`src/rtl/rvp_div_pipe.sv`:
```
// Pipelined restoring divider, two quotient bits per stage, with sideband.
// Standalone; remainder input must be below the divisor.
`default_nettype none
module rvp_div_pipe #(
	parameter int RW = 26,
	parameter int QW = 18,
	parameter int SW = 26
) (
	input  wire logic          clk,
	input  wire logic          arst_n,
	input  wire logic          en,
	input  wire logic          in_valid,
	input  wire logic [RW-1:0] rem0,
	input  wire logic [RW-1:0] dvs,
	input  wire logic [QW-1:0] feed,
	input  wire logic [SW-1:0] side_in,
	output logic               out_valid,
	output logic [QW-1:0]      quot,
	output logic [SW-1:0]      side_out
);
	localparam int NS = QW / 2;

	logic          vld_s  [NS];
	logic [RW-1:0] rem_s  [NS];
	logic [RW-1:0] dvs_s  [NS];
	logic [QW-1:0] feed_s [NS];
	logic [QW-1:0] quo_s  [NS];
	logic [SW-1:0] side_s [NS];

	for (genvar g = 0; g < NS; g++) begin : g_stage
		logic          v_in;
		logic [RW-1:0] r_in, d_in, r_nx;
		logic [QW-1:0] f_in, q_in, f_nx, q_nx;
		logic [SW-1:0] sd_in;
		logic [RW:0]   r_w;
		logic          qb;

		if (g == 0) begin : g_first
			assign v_in  = in_valid;
			assign r_in  = rem0;
			assign d_in  = dvs;
			assign f_in  = feed;
			assign q_in  = '0;
			assign sd_in = side_in;
		end else begin : g_next
			assign v_in  = vld_s[g-1];
			assign r_in  = rem_s[g-1];
			assign d_in  = dvs_s[g-1];
			assign f_in  = feed_s[g-1];
			assign q_in  = quo_s[g-1];
			assign sd_in = side_s[g-1];
		end

		// two shift/compare/subtract steps
		always_comb begin
			r_nx = r_in;
			f_nx = f_in;
			q_nx = q_in;
			r_w  = '0;
			qb   = 1'b0;
			for (int k = 0; k < 2; k++) begin
				r_w = {r_nx, f_nx[QW-1]};
				qb  = (r_w >= {1'b0, d_in});
				if (qb) begin
					r_w = r_w - {1'b0, d_in};
				end
				r_nx = r_w[RW-1:0];
				q_nx = {q_nx[QW-2:0], qb};
				f_nx = {f_nx[QW-2:0], 1'b0};
			end
		end

		always_ff @(posedge clk or negedge arst_n) begin
			if (!arst_n) begin
				vld_s[g] <= 1'b0;
			end else if (en) begin
				vld_s[g] <= v_in;
			end
		end

		always_ff @(posedge clk) begin
			if (en) begin
				rem_s[g]  <= r_nx;
				dvs_s[g]  <= d_in;
				feed_s[g] <= f_nx;
				quo_s[g]  <= q_nx;
				side_s[g] <= sd_in;
			end
		end
	end

	assign out_valid = vld_s[NS-1];
	assign quot      = quo_s[NS-1];
	assign side_out  = side_s[NS-1];
endmodule
`default_nettype wire

```
`config.mk`:
```
export PLATFORM = sky130hd
export DESIGN_NAME = rvp_div_pipe
export DESIGN_NICKNAME = d
export VERILOG_FILES = /design/src/rtl/rvp_div_pipe.sv
export SDC_FILE = /design/constraint.sdc
export NUM_CORES = 2
export LEC_CHECK = 0
export BUFFER_PORTS_ARGS = -buffer_cell sky130_fd_sc_hd__buf_2
export CAP_MARGIN = 40
export CORE_UTILIZATION = 70
export CTS_BUF_LIST = sky130_fd_sc_hd__clkbuf_4 sky130_fd_sc_hd__clkbuf_8
export CTS_CLUSTER_DIAMETER = 50
export DETAILED_ROUTE_END_ITERATION = 8
export PLACE_DENSITY = 0.88
export SLEW_MARGIN = 20
export SYNTH_ARGS = -nofsm -noshare
export SYNTH_HDL_FRONTEND = slang
export SYNTH_SLANG_ARGS = --single-unit
```
`constraint.sdc`:
```
create_clock -name clk -period 10.1 [get_ports clk]
set_input_delay 2.02 -clock clk [delete_from_list [all_inputs] [get_ports clk]]
set_output_delay 2.02 -clock clk [all_outputs]
set_load 0.05 [all_outputs]
```
==> results.md <==
- RSZ-0062 raised after global routing: no
- Synthesized area: ~52,000 sq um
- Rows: roughly 100
- R2R setup slack: around 2400 ps
- Top cell type's share of synthesized area: about 47%
- HP Class: reg -> reg
- Share of cells above drive strength 1: 14.7%
- Antenna violations before repair: 4
- Util after Layout: between 70% and 80%
- Worst R2R Path Depth: 24
- Clock latency on the worst-skew pair: between 800 and 900 ps
- Critical Path Fanout Max: 36
- ANT nets after route: 0
- Min cycle time layout: about 7900 ps
- Achievable Freq: 126 MHz
- I/O pin total: ~150
- Status: finished with violations
- Adder-cell share of the synthesized area: about an eighth
- TritonCTS clock tree: built
- Nets: ~5,500
- Area Overhead vs Synth: 9.42%
- Dpl ws: ~1500 ps
- Final Hold Vio Count: 0
- Die width: 275 um
- First-pass GRT wire length: 185,000 um
- Vias per cell: about 6.3
- YS warnings: 0
- Vias: about 37,000
- Register area share after synthesis: roughly 47%
- Crit path cell chain: buf_2 -> inv_1 -> ha_1 -> nor2b_1 -> o31ai_1 -> a31o_1 -> o311a_1 -> o31ai_4 -> a21boi_1 -> a32o_1 -> buf_4 -> mux2_2 -> ha_1 -> a21o_1 -> a21oi_1 -> o21ba_2 -> o311ai_0 -> a21oi_1 -> nor3_1 -> o22ai_1 -> a21boi_0 -> a211o_1 -> buf_4 -> mux2_2
- Filler Cell Count: 4,565
- Final worst slack: 2180 ps
- Slew Viols, Final: 0
- Ranking of synthesized cells by area: edfxtp_1 (47%), ha_1 (11%), mux2_2 (5.9%), xnor2_1 (4.1%), a21oi_1 (3.4%)
- # H-tree levels: 4
- Post-Route WL: approximately 120,000 um
- Critical path type: in -> reg
- Top_reg_cell synth: edfxtp_1
- Core ar.: roughly 73,000 sq um
- Simple-gate share of the synthesized area: 9.23%
- FFs w/ async S/R, synth: about 1.1%
- Largest net degree at the start of global routing: approximately 190
- Min-Delay Endpoint: side_s[8][22]
- Tightest Pin Transition: around 1100 ps
- Initial DRC Count: around 2,700
- CTS clk-pin slew, worst paths: roughly 60 ps
- CP required: about 11,000 ps
- CP startpoint kind: primary input
- CP arrival: 8500 ps
- Syn Area/Cell: 11.2 sq um
- XOR/XNOR Fraction of Synth Area: 6.12%
- HPWL after detailed placement: about 88,000 um
- Max Cap Viol: 0
- Post-CTS Setup Inserts: 0
- GRT Total Usage: 31.1%
- Final period util: between 70% and 80%
- GPL Wtd Cong: 0.960
- CTS root buf: clkbuf_8
- Drc violations: 2
- Reg-to-Reg Start: dvs_s[0][131]
- Failing checks: DRC
- Slowest stage delay, CP: roughly 490 ps
- Post-synth EDFFs: approximately 800
- TritonRoute pass-1 iters: 9
- WHS Path Cells: 0
- Global-route congestion overflow total: 0
- #FFs+latches synth: between 800 and 900
- CP max-delay cell: a32o_1
- Main combinational cell family by area after synthesis: compound AO/OA/AOI/OAI gates
- Initial core utilization: a little under three quarters
- PortBufs: about 140
- Netlist cell types: 87
- Die height: roughly 270 um
- Synth Net Count: 5,223
- Wire per inst: 19.8 um
- Post-CTS sizing: 0
- TNS Setup: 0 ps
- Synth Area in Compound Gates: roughly 15%
- CTS buffer count: between 100 and 150
- Vias in the first global route: approximately 36,000
- CP Capture Type: flop
- Die ar.: approximately 75,000 sq um
- Hold buffer count at cts: 0
- Mux cell area share after synthesis: ~7%
- Mapped Cells: ~4,600
- CTS sink count: ~820
- Synth area leader: edfxtp_1
- Layout Skew: 47.2 ps
- Setup violators final: 0
- CTS max path bufs: 3
- Slew HR: ~28%
- Min-delay src: side_s[7][22]
- Reg2reg end: rem_s[0][161]
## metal layers
layer / track usage [%] / vias up / part of all wire [%]
met5: 0 / - / 0.020
met4: 14.3 / 4 / 4.1
met3: 5.35 / 280 / 6.1
met2: 52.6 / 1333 / 48
met1: 39.0 / 17650 / 41
li1: - / 17939 / -
## cell usage after synthesis (64+ instances only)
cell type  number
edfxtp_1      812
ha_1          468
a21oi_1       357
inv_1         339
nand2_1       276
o21ai_0       275
mux2_2        274
nor2_1        260
xnor2_1       243
a21o_1        182
xor2_1        120
nand3_1        78
nor3_1         66
nand4_1        64
o21a_1         64
## cells by family after synthesis
group	Yosys count
compound gates	1236
xor+xnor	363
fa+ha+maj	485
buf+inv	423
flops	821
mux	314
simple gates	996
## layout make-up
type                            instances  area [sq um]  share of cell area [%]
Inverter                              339          1270                    2.24
Tap cell                              959          1200                    2.11
Antenna cell                            2          5.00                 0.00880
Sequential cell                       821         24600                    43.3
Timing Repair Buffer                  169           976                    1.72
Multi-Input combinational cell       3394         25800                    45.3
Clock buffer                          173          2190                    3.84
Clock inverter                         83           866                    1.52
## worst max-delay path, delay by kind of cell
kind            cells  cell delay [ps]
fa+ha+maj           2              630
simple gates        2              330
compound gates     14             3650
mux                 2              780
buf+inv             4             1030
## how the worst max path moves through the flow
stage          cells after the start  slack, ps            to  startpoint
2_1_floorplan                     27       2720  rem_s[0][18]      dvs[1]
3_3_place_gp                      24       1640   rem_s[0][4]      dvs[1]
3_5_place_dp                      24       1490   rem_s[0][5]      dvs[1]
4_1_cts                           24       2400   rem_s[0][5]      dvs[1]
5_1_grt                           24       1800  rem_s[0][18]      dvs[1]
6_report                          24       2180   rem_s[0][5]      dvs[1]
## registers in the layout (all words and copies together), names as in the netlist
signal / flops
dvs_s: 208
feed_s: 72
side_s: 234
out_valid: 1
g_stage.v_in: 8
quo_s: 90
rem_s: 208
## metrics by stage
step                      hold WS (ps)  std cells  instance area (sq um)
after floorplan                    400       4638                  52000
after global placement             400       5678                  53800
after detailed placement           405       5681                  53800
final                              392       5940                  56900
after global routing               401       5940                  56900
after CTS                          390       5937                  56900
## layout by cell type, fill, tap and decap left out, types with 19 or more instances in the layout
cell / instances
clkbuf_8: 142
nor3_1: 66
a21o_1: 182
clkinv_2: 22
nor2b_1: 58
nand4_1: 64
edfxtp_1: 812
a211oi_1: 43
o21ai_0: 275
clkbuf_4: 31
and3_1: 41
o21a_1: 64
a21oi_1: 357
inv_1: 339
o21bai_1: 37
nand3_1: 78
clkinv_1: 27
nand2b_1: 51
mux2_2: 274
nor2_1: 260
or3_1: 19
xnor2_1: 243
a31oi_1: 40
nand2_1: 276
mux2i_1: 23
and4_1: 19
buf_2: 144
ha_1: 468
xor2_1: 120
o31ai_1: 31
Power is not shown: default switching activity piles up to over one toggle a cycle in this logic, so the estimate is an artifact.
