--- config.mk ---
export PLATFORM = sky130hd
export DESIGN_NAME = rvp_sqrt_pipe
export DESIGN_NICKNAME = d
export VERILOG_FILES = /design/src/rtl/rvp_pkg.sv /design/src/rtl/rvp_sqrt_pipe.sv
export SDC_FILE = /design/constraint.sdc
export NUM_CORES = 1
export LEC_CHECK = 0
export ABC_CLOCK_PERIOD_IN_PS = 6540
export BUFFER_PORTS_ARGS = -buffer_cell sky130_fd_sc_hd__buf_2
export CAP_MARGIN = 5
export CORE_MARGIN = 4
export CORE_UTILIZATION = 44
export CTS_BUF_LIST = sky130_fd_sc_hd__clkbuf_4 sky130_fd_sc_hd__clkbuf_8
export DETAILED_ROUTE_END_ITERATION = 10
export PLACE_DENSITY = 0.62
export SYNTH_ARGS = -nofsm -noshare
export SYNTH_HDL_FRONTEND = slang
export SYNTH_SLANG_ARGS = --single-unit
--- constraint.sdc ---
create_clock -name clk -period 6.54 [get_ports clk]
set_input_delay 1.308 -clock clk [delete_from_list [all_inputs] [get_ports clk]]
set_output_delay 1.308 -clock clk [all_outputs]
set_load 0.02 [all_outputs]
--- src/rtl/rvp_pkg.sv ---
// Shared types and constants of the radial vignette pixel block.
// No dependencies.
`default_nettype none
package rvp_pkg;
	localparam int FRAC     = 16;
	localparam int DIM_W    = 13;
	localparam int CRD_W    = 12;
	localparam int ADX_W    = 13;
	localparam int SQ_W     = 26;
	localparam int NUM_W    = 27;
	localparam int DEN_W    = 26;
	localparam int RATIO_W  = 18;
	localparam int D_W      = 17;
	localparam int FX_W     = 17;
	localparam int CFG_W    = 17;

	localparam logic [DIM_W-1:0] MAX_DIM = 13'd4096;
	localparam logic [FX_W-1:0]  ONE_FX  = 17'h10000;

	typedef enum logic [1:0] {
		CFG_WIDTH    = 2'd0,
		CFG_HEIGHT   = 2'd1,
		CFG_RADIUS   = 2'd2,
		CFG_STRENGTH = 2'd3
	} cfg_idx_t;

	typedef struct packed {
		logic [7:0] blue;
		logic [7:0] green;
		logic [7:0] red;
	} rgb_t;
endpackage
`default_nettype wire

--- src/rtl/rvp_sqrt_pipe.sv ---
// Pipelined digit-by-digit square root of ratio * 2^FRAC, two root bits per stage.
// Depends on rvp_pkg.
`default_nettype none
module rvp_sqrt_pipe
	import rvp_pkg::*;
#(
	parameter int SW = 25
) (
	input  wire logic               clk,
	input  wire logic               arst_n,
	input  wire logic               en,
	input  wire logic               in_valid,
	input  wire logic [RATIO_W-1:0] radicand,
	input  wire logic [SW-1:0]      side_in,
	output logic                    out_valid,
	output logic [D_W-1:0]          root,
	output logic [SW-1:0]           side_out
);
	localparam int VW = 2 * (D_W + 1);
	localparam int RT = D_W + 1;
	localparam int RW = RT + 2;
	localparam int NS = RT / 2;

	logic          vld_s  [NS];
	logic [RW-1:0] rem_s  [NS];
	logic [RT-1:0] rt_s   [NS];
	logic [VW-1:0] val_s  [NS];
	logic [SW-1:0] side_s [NS];

	for (genvar g = 0; g < NS; g++) begin : g_stage
		logic          v_in;
		logic [RW-1:0] r_in, r_nx;
		logic [RT-1:0] t_in, t_nx;
		logic [VW-1:0] x_in, x_nx;
		logic [SW-1:0] sd_in;
		logic [RW+1:0] rn, tr;
		logic          qb;

		if (g == 0) begin : g_first
			assign v_in  = in_valid;
			assign r_in  = '0;
			assign t_in  = '0;
			assign x_in  = {2'b00, radicand, {FRAC{1'b0}}};
			assign sd_in = side_in;
		end else begin : g_next
			assign v_in  = vld_s[g-1];
			assign r_in  = rem_s[g-1];
			assign t_in  = rt_s[g-1];
			assign x_in  = val_s[g-1];
			assign sd_in = side_s[g-1];
		end

		// two root digits
		always_comb begin
			r_nx = r_in;
			t_nx = t_in;
			x_nx = x_in;
			rn   = '0;
			tr   = '0;
			qb   = 1'b0;
			for (int k = 0; k < 2; k++) begin
				rn = {r_nx, x_nx[VW-1:VW-2]};
				tr = {{(RW-RT){1'b0}}, t_nx, 2'b01};
				qb = (rn >= tr);
				if (qb) begin
					rn = rn - tr;
				end
				r_nx = rn[RW-1:0];
				t_nx = {t_nx[RT-2:0], qb};
				x_nx = {x_nx[VW-3:0], 2'b00};
			end
		end

		always_ff @(posedge clk or negedge arst_n) begin
			if (!arst_n) begin
				vld_s[g] <= 1'b0;
			end else if (en) begin
				vld_s[g] <= v_in;
			end
		end

		always_ff @(posedge clk) begin
			if (en) begin
				rem_s[g]  <= r_nx;
				rt_s[g]   <= t_nx;
				val_s[g]  <= x_nx;
				side_s[g] <= sd_in;
			end
		end
	end

	assign out_valid = vld_s[NS-1];
	assign root      = rt_s[NS-1][D_W-1:0];
	assign side_out  = side_s[NS-1];
endmodule
`default_nettype wire

==> impl_metrics.ini, run 1 <==
[critical_path]
crit_start = rem_s[0][100]
cp_slowest_cell = a311oi_1
startpoint_type = register
path_class = register to register
r2r-start = rem_s[0][100]
endpoint_kind = register
crit_required_ns = 6.92
critPathMaxStageDelay_ns = 0.49
cp_max_fo = 22
crit_path_cell_trace = ha_1, inv_1, fa_1, nor2b_1, o31a_1, o31a_1, a311oi_1, and2_0, clkinv_1, o21ai_1, ha_1, a21o_1, a21oi_1, o21a_1, o21ai_0, nand2_1, o21a_1, nor4bb_1, and4_1, buf_4, mux2_2
critPathArrivalTime_ns = 6.33

[timing]
setup_viol = 0
whs_ns = 0.410
tightest_slew_ns = 0.964
rsz0062_at_grt = false
period_minus_slack_ns = 5.95
fin_ws_ns = 0.589
max_freq_mhz = 168
finalHoldViolations = 0
fin_setup_tns_ns = 0
maxSlewHeadroom = 0.349
post-route-period-util = 0.910
drv_slew = 0
fin_skew_ns = 0.0341

[die]
chipWidth_um = 249
die_h_um = 249
io_pins = 90
num_rows = 88
core_region_area_um2 = 57700
initial_utilization = 0.444
die_area_um2 = 62200

[clock_network]
htreeDepth = 3
clkTransAtPathRegs_ns = 0.06
hold_buffers = 0
worst_skew_pair.late_latency_ns = 0.65
cts_tree = built
root_buffer = clkbuf_8
clockBufferDepth = 3
clock-sinks = 495
numCtsBuffers = 83

[synth]
yosysWarnings = 0
ys_types = 99
synth_top_area_share = 0.570
synth_top_flop_cell = edfxtp_1
syn_inst = 2103
synth_edf_count = 486
avgSynthCellArea_um2 = 12.2
synth_seq_cells = 495
async_flop_share = 0.0182
synth_area_leader_cell = edfxtp_1
synth.cell_area_um2 = 25600
synth_area_leaders = edfxtp_1 57%, ha_1 7.5%, xnor2_1 3.4%
ys_seq_area_frac = 0.578
syn_nets = 2308

[placement]
gp_congestion = 0.872
dpl_cell_area_um2 = 27000
place_inst = 2934
pre_cts_ws_ns = 0.537
dp_hpwl_mm = 37.1
io_buffers = 89

[final_layout]
finalInstanceArea_um2 = 28700
instances_no_fill = 3088
drive_above_1_share = 0.137
final_util = 0.497
syn2layout_area_growth_pct = 11.9
fillers = 5079
layout.nets = 2459

[route]
vias = 16500
wirelength_mm = 51.1
initialDrtViolationCount = 945
drtAntennaViolNets = 0
drt_first_pass_iters = 5
viasPerCell = 5.35
drc_errors = 0
wl_per_cell_um = 16.5

[run]
max-cap-violations = 0

[outcome]
status = finished clean

[power_and_ir_drop]
cellPowerDensity_nw_per_um2 = 315
p_total_mw = 9.03
ir_drop_mv = 0.209
leakagePower_nw = 11.0

[grt]
grt_pass1_wl_mm = 82.3
grt_pass1_vias = 16100
grt_max_degree = 179
track_usage = 0.160
grt-ovfl-total = 0
antenna_found_initial = 1

[worst_hold_path]
hp-start = side_s[4][6]
min_path_type = register to register
routing by layer:
metal	routed length (um)	global-route usage	vias to the layer above	part of all wire
met3	2900	0.0410	93	0.057
met1	24000	0.218	7845	0.47
li1	-	-	8200	-
met5	0	0	-	0
met4	1300	0.0494	0	0.025
met2	22900	0.253	372	0.45
registers in the layout, summed over array words and instances (netlist names):
signal	cells
g_stage.v_in	8
rem_s	140
val_s	40
rt_s	81
side_s	225
out_valid	1
cells in the mapped netlist (19+ instances only):
master / count
edfxtp_1: 486
ha_1: 153
nand2_1: 148
nor2_1: 146
inv_1: 138
a21oi_1: 116
o21ai_0: 102
xnor2_1: 100
xor2_1: 66
nor3_1: 53
nand3_1: 47
mux2_2: 42
a21o_1: 35
o21a_1: 32
nand2b_1: 27
nand4_1: 22
or3_1: 22
and3_1: 21
clkbuf_1: 21
nor2b_1: 20
o31ai_1: 19
critical path: cells and delay by family (launching register included):
family | cells | cell delay [ns]
compound gates | 9 | 2.38
simple gates | 5 | 1.08
fa+ha+maj | 3 | 0.76
buf+inv | 3 | 0.64
flops | 1 | 0.44
mux | 1 | 0.37
placed cells by master (no fill, tap or decap), types with 47 or more instances in the layout:
| cell | instances |
|---|---|
| nor2_1 | 146 |
| a21oi_1 | 116 |
| ha_1 | 153 |
| edfxtp_1 | 486 |
| clkbuf_8 | 84 |
| xor2_1 | 66 |
| nand3_1 | 47 |
| nand2_1 | 148 |
| xnor2_1 | 100 |
| nor3_1 | 53 |
| inv_1 | 138 |
| buf_2 | 88 |
| o21ai_0 | 101 |
layout make-up:
type / instances / area [um2] / share of cell area
Timing Repair Buffer: 104 / 618 / 0.0216
Multi-Input combinational cell: 1427 / 10100 / 0.353
Inverter: 143 / 537 / 0.0187
Clock buffer: 101 / 1280 / 0.0448
Clock inverter: 52 / 339 / 0.0118
Tap cell: 765 / 957 / 0.0334
Sequential cell: 495 / 14800 / 0.517
Antenna cell: 1 / 2.50 / 0.0000873
path summary, 6_finish.rpt:
kind | slack [ns] | cells past startpoint | end
min | 0.41 | 0 | side_s[5][6]
max in group asynchronous | 5.88 | 1 | g_stage[3].v_in
min reg2reg | 0.41 | 0 | side_s[5][6]
min in group asynchronous | 0.49 | 1 | g_stage[7].v_in
max reg2reg | 0.59 | 21 | rem_s[0][130]
max | 0.59 | 21 | rem_s[0][130]
repair_timing:
action	in CTS	in global routing
setup buffers	0	0
gates resized for setup	0	2
setup endpoints to repair	0	8
power by group:
group	total, mW	internal (mW)	switching [mW]	leakage, nW
clock	2.63	1.40	1.24	0.836
combinational	2.18	0.952	1.23	5.42
sequential	4.21	3.97	0.239	4.74
kinds of logic (layout without fill, tap and decap cells):
| group | Yosys count | count (layout) | synth area share |
|---|---|---|---|
| other | 1 | 2 | 0.000146 |
| flip-flops | 495 | 495 | 0.578 |
| adder cells (fa/ha/maj) | 158 | 158 | 0.0786 |
| multiplexers | 51 | 51 | 0.0220 |
| AO/OA/AOI/OAI | 442 | 442 | 0.114 |
| AND/OR/NAND/NOR | 609 | 609 | 0.122 |
| XOR/XNOR | 166 | 166 | 0.0567 |
| buffers and inverters | 181 | 400 | 0.0280 |
Power figures use the tool's default switching activity.
==> run 2: changes to the inputs <==
--- a/config.mk
+++ b/config.mk
@@ -5,6 +5,7 @@
 export SDC_FILE = /design/constraint.sdc
 export NUM_CORES = 1
 export LEC_CHECK = 0
+export ABC_AREA = 1
 export ABC_CLOCK_PERIOD_IN_PS = 6540
 export BUFFER_PORTS_ARGS = -buffer_cell sky130_fd_sc_hd__buf_2
 export CAP_MARGIN = 5
@@ -12,6 +13,7 @@
 export CORE_UTILIZATION = 44
 export CTS_BUF_LIST = sky130_fd_sc_hd__clkbuf_4 sky130_fd_sc_hd__clkbuf_8
 export DETAILED_ROUTE_END_ITERATION = 10
+export GPL_TIMING_DRIVEN = 0
 export PLACE_DENSITY = 0.62
 export SYNTH_ARGS = -nofsm -noshare
 export SYNTH_HDL_FRONTEND = slang
==> run 2 against run 1 <==
Die area is 9.0% higher; register-to-register slack better by 0.30 ns; critical path type unchanged; largest cell class unchanged; final cell count is 33% higher; global-route usage is 2.4 points higher; final area is 9.5% higher; sequential share of layout area is 4.5 points lower; hold slack worse by 0.0075 ns; flip-flop and latch count stayed put.
==> impl_metrics.ini, run 2 <==
[outcome]
status = finished clean

[die]
core_region_area_um2 = 63100
num_rows = 92
die_h_um = 260
initial_utilization = 0.444
die_area_um2 = 67800
io_pins = 90
chipWidth_um = 260

[critical_path]
r2r-start = rt_s[3][0]
critPathArrivalTime_ns = 6.07
path_class = register to register
startpoint_type = register
crit_path_frequent_cell = nand2_1
r2r_cells = 29
critPathMaxStageDelay_ns = 0.41
cp_slowest_cell = fa_1
r2r_slack_ns = 0.89
crit_required_ns = 6.96
endpoint_kind = register
r2r-end = rem_s[0][153]
cp_max_fo = 11

[route]
vias = 20700
drt_first_pass_iters = 6
wirelength_mm = 62.4
drtAntennaViolNets = 0
drc_errors = 0
wl_per_cell_um = 15.2
initialDrtViolationCount = 1142
viasPerCell = 5.03

[final_layout]
reg_top3 = side_s: 225 flops, rem_s: 140 flops, rt_s: 81 flops
final_common_cell = nand2_1
final-seq-area_um2 = 14800
largest_register_ffs = 225
fillers = 5944
finalInstanceArea_um2 = 31400
layout.nets = 3412
drive_above_1_share = 0.114
multiInputGateArea_um2 = 11500
regMostFlops = side_s
final_cell_mix = 810 x nand2_1, 486 x edfxtp_1, 367 x inv_1, 255 x nor2_1, 221 x nand3_1
instances_no_fill = 4118
syn2layout_area_growth_pct = 12.0

[power_and_ir_drop]
ir_drop_mv = 0.191
leakagePower_nw = 13.6
cellPowerDensity_nw_per_um2 = 312
p_total_mw = 9.77

[timing]
rsz0062_at_grt = false
whs_ns = 0.402
post-route-period-util = 0.864
maxSlewHeadroom = 0.445
tightest_slew_ns = 0.811
finalHoldViolations = 0
setup_viol = 0
fin_ws_ns = 0.891
fin_skew_ns = 0.0216
max_freq_mhz = 177
period_minus_slack_ns = 5.65
drv_slew = 0

[synth]
synth_seq_cells = 495
syn_inst = 3024
ys_seq_area_frac = 0.529
synth_edf_count = 486
syn_nets = 3229
avgSynthCellArea_um2 = 9.26
synth_top_flop_cell = edfxtp_1
synth_top_area_share = 0.521
synthMostInstantiatedCell = nand2_1
yosysWarnings = 0
async_flop_share = 0.0182
synth_common_cells = 810 x nand2_1, 486 x edfxtp_1, 367 x inv_1, 255 x nor2_1, 221 x nand3_1
synth_area_leaders = edfxtp_1 52%, nand2_1 11%, ha_1 6.8%
ys_types = 58
synth_area_leader_cell = edfxtp_1
synth.cell_area_um2 = 28000

[placement]
pre_cts_ws_ns = 0.925
place_inst = 3963
gp_congestion = 0.892
dp_hpwl_mm = 47.7
dpl_cell_area_um2 = 29600
io_buffers = 89

[grt]
grt_max_degree = 129
grt_pass1_wl_mm = 101
grt_pass1_vias = 20200
grt-ovfl-total = 0
track_usage = 0.184
antenna_found_initial = 1

[clock_network]
clkTransAtPathRegs_ns = 0.06
worst_skew_pair.late_latency_ns = 0.67
root_buffer = clkbuf_8
clockBufferDepth = 3
numCtsBuffers = 88
hold_buffers = 0
clock-sinks = 495
htreeDepth = 3
post-cts-setup-buffer-count = 0
cts_resized = 0
cts_tree = built

[run]
max-cap-violations = 0

[worst_hold_path]
hp-start = side_s[3][18]
min_to = side_s[4][18]
hold_depth = 0
min_path_type = register to register
## run 2: cell count changes in the layout (fill, tap and decap cells not counted), sizes merged, moves of 44 or more
cell / before / now
nor2: 146 / 282
nand3: 48 / 236
inv: 141 / 388
xnor2: 100 / 43
nand2: 148 / 833
o21ai: 109 / 153
## run 2: per-layer routing
layer	track usage	wire [um]
met1	0.244	28800
met2	0.307	29100
met3	0.0309	2790
met4	0.0622	1750
met5	0	0
## run 2: final cells by class
type | instances | area share
Sequential cell | 495 | 0.472
Timing Repair Buffer | 93 | 0.0180
Buffer | 38 | 0.00865
Antenna cell | 1 | 0.0000798
Inverter | 387 | 0.0463
Clock buffer | 111 | 0.0447
Multi-Input combinational cell | 2104 | 0.365
Tap cell | 846 | 0.0337
Clock inverter | 43 | 0.0108
## run 2: critical path, delay by kind of cell, from the launching register on
family                     cells  cell delay (ns)
buffers and inverters          7             1.10
and+or+nand+nor               13             1.40
DFF                            1             0.40
adders and majority gates      3             0.96
AOI/OAI and AO/OA              6             1.53
## run 2: worst max path at each step
stage,startpoint,end,slack (ns),depth (start not counted)
floorplan,rt_s[3][0],rem_s[0][150],2.17,29
global placement,en,g_stage[1].v_in,-3.29,4
detailed placement,rt_s[3][0],rem_s[0][154],0.93,29
CTS,rt_s[3][0],rem_s[0][154],0.90,29
global route,rt_s[3][0],rem_s[0][153],0.32,29
finish,rt_s[3][0],rem_s[0][153],0.89,29
## run 2: metrics by stage
stage,utilization,setup TNS (ns)
after floorplan,-,0
after global placement,0.468,-1393.72
after detailed placement,0.470,0
after CTS,0.497,0
after global routing,0.497,0
final,0.497,0
## run 2: cells by family after synthesis
family | Yosys count | share of synthesized area
and+or+nand+nor | 1464 | 0.225
DFF | 495 | 0.529
buffers and inverters | 425 | 0.0616
AOI/OAI and AO/OA | 360 | 0.0739
adders and majority gates | 158 | 0.0719
xor gates and xnor gates | 119 | 0.0372
muxes | 2 | 0.000759
other | 1 | 0.000134
## run 2: report_power, final
part,internal [mW],switching (mW)
clock network,1.54,1.28
registers,3.95,0.220
logic,0.962,1.82
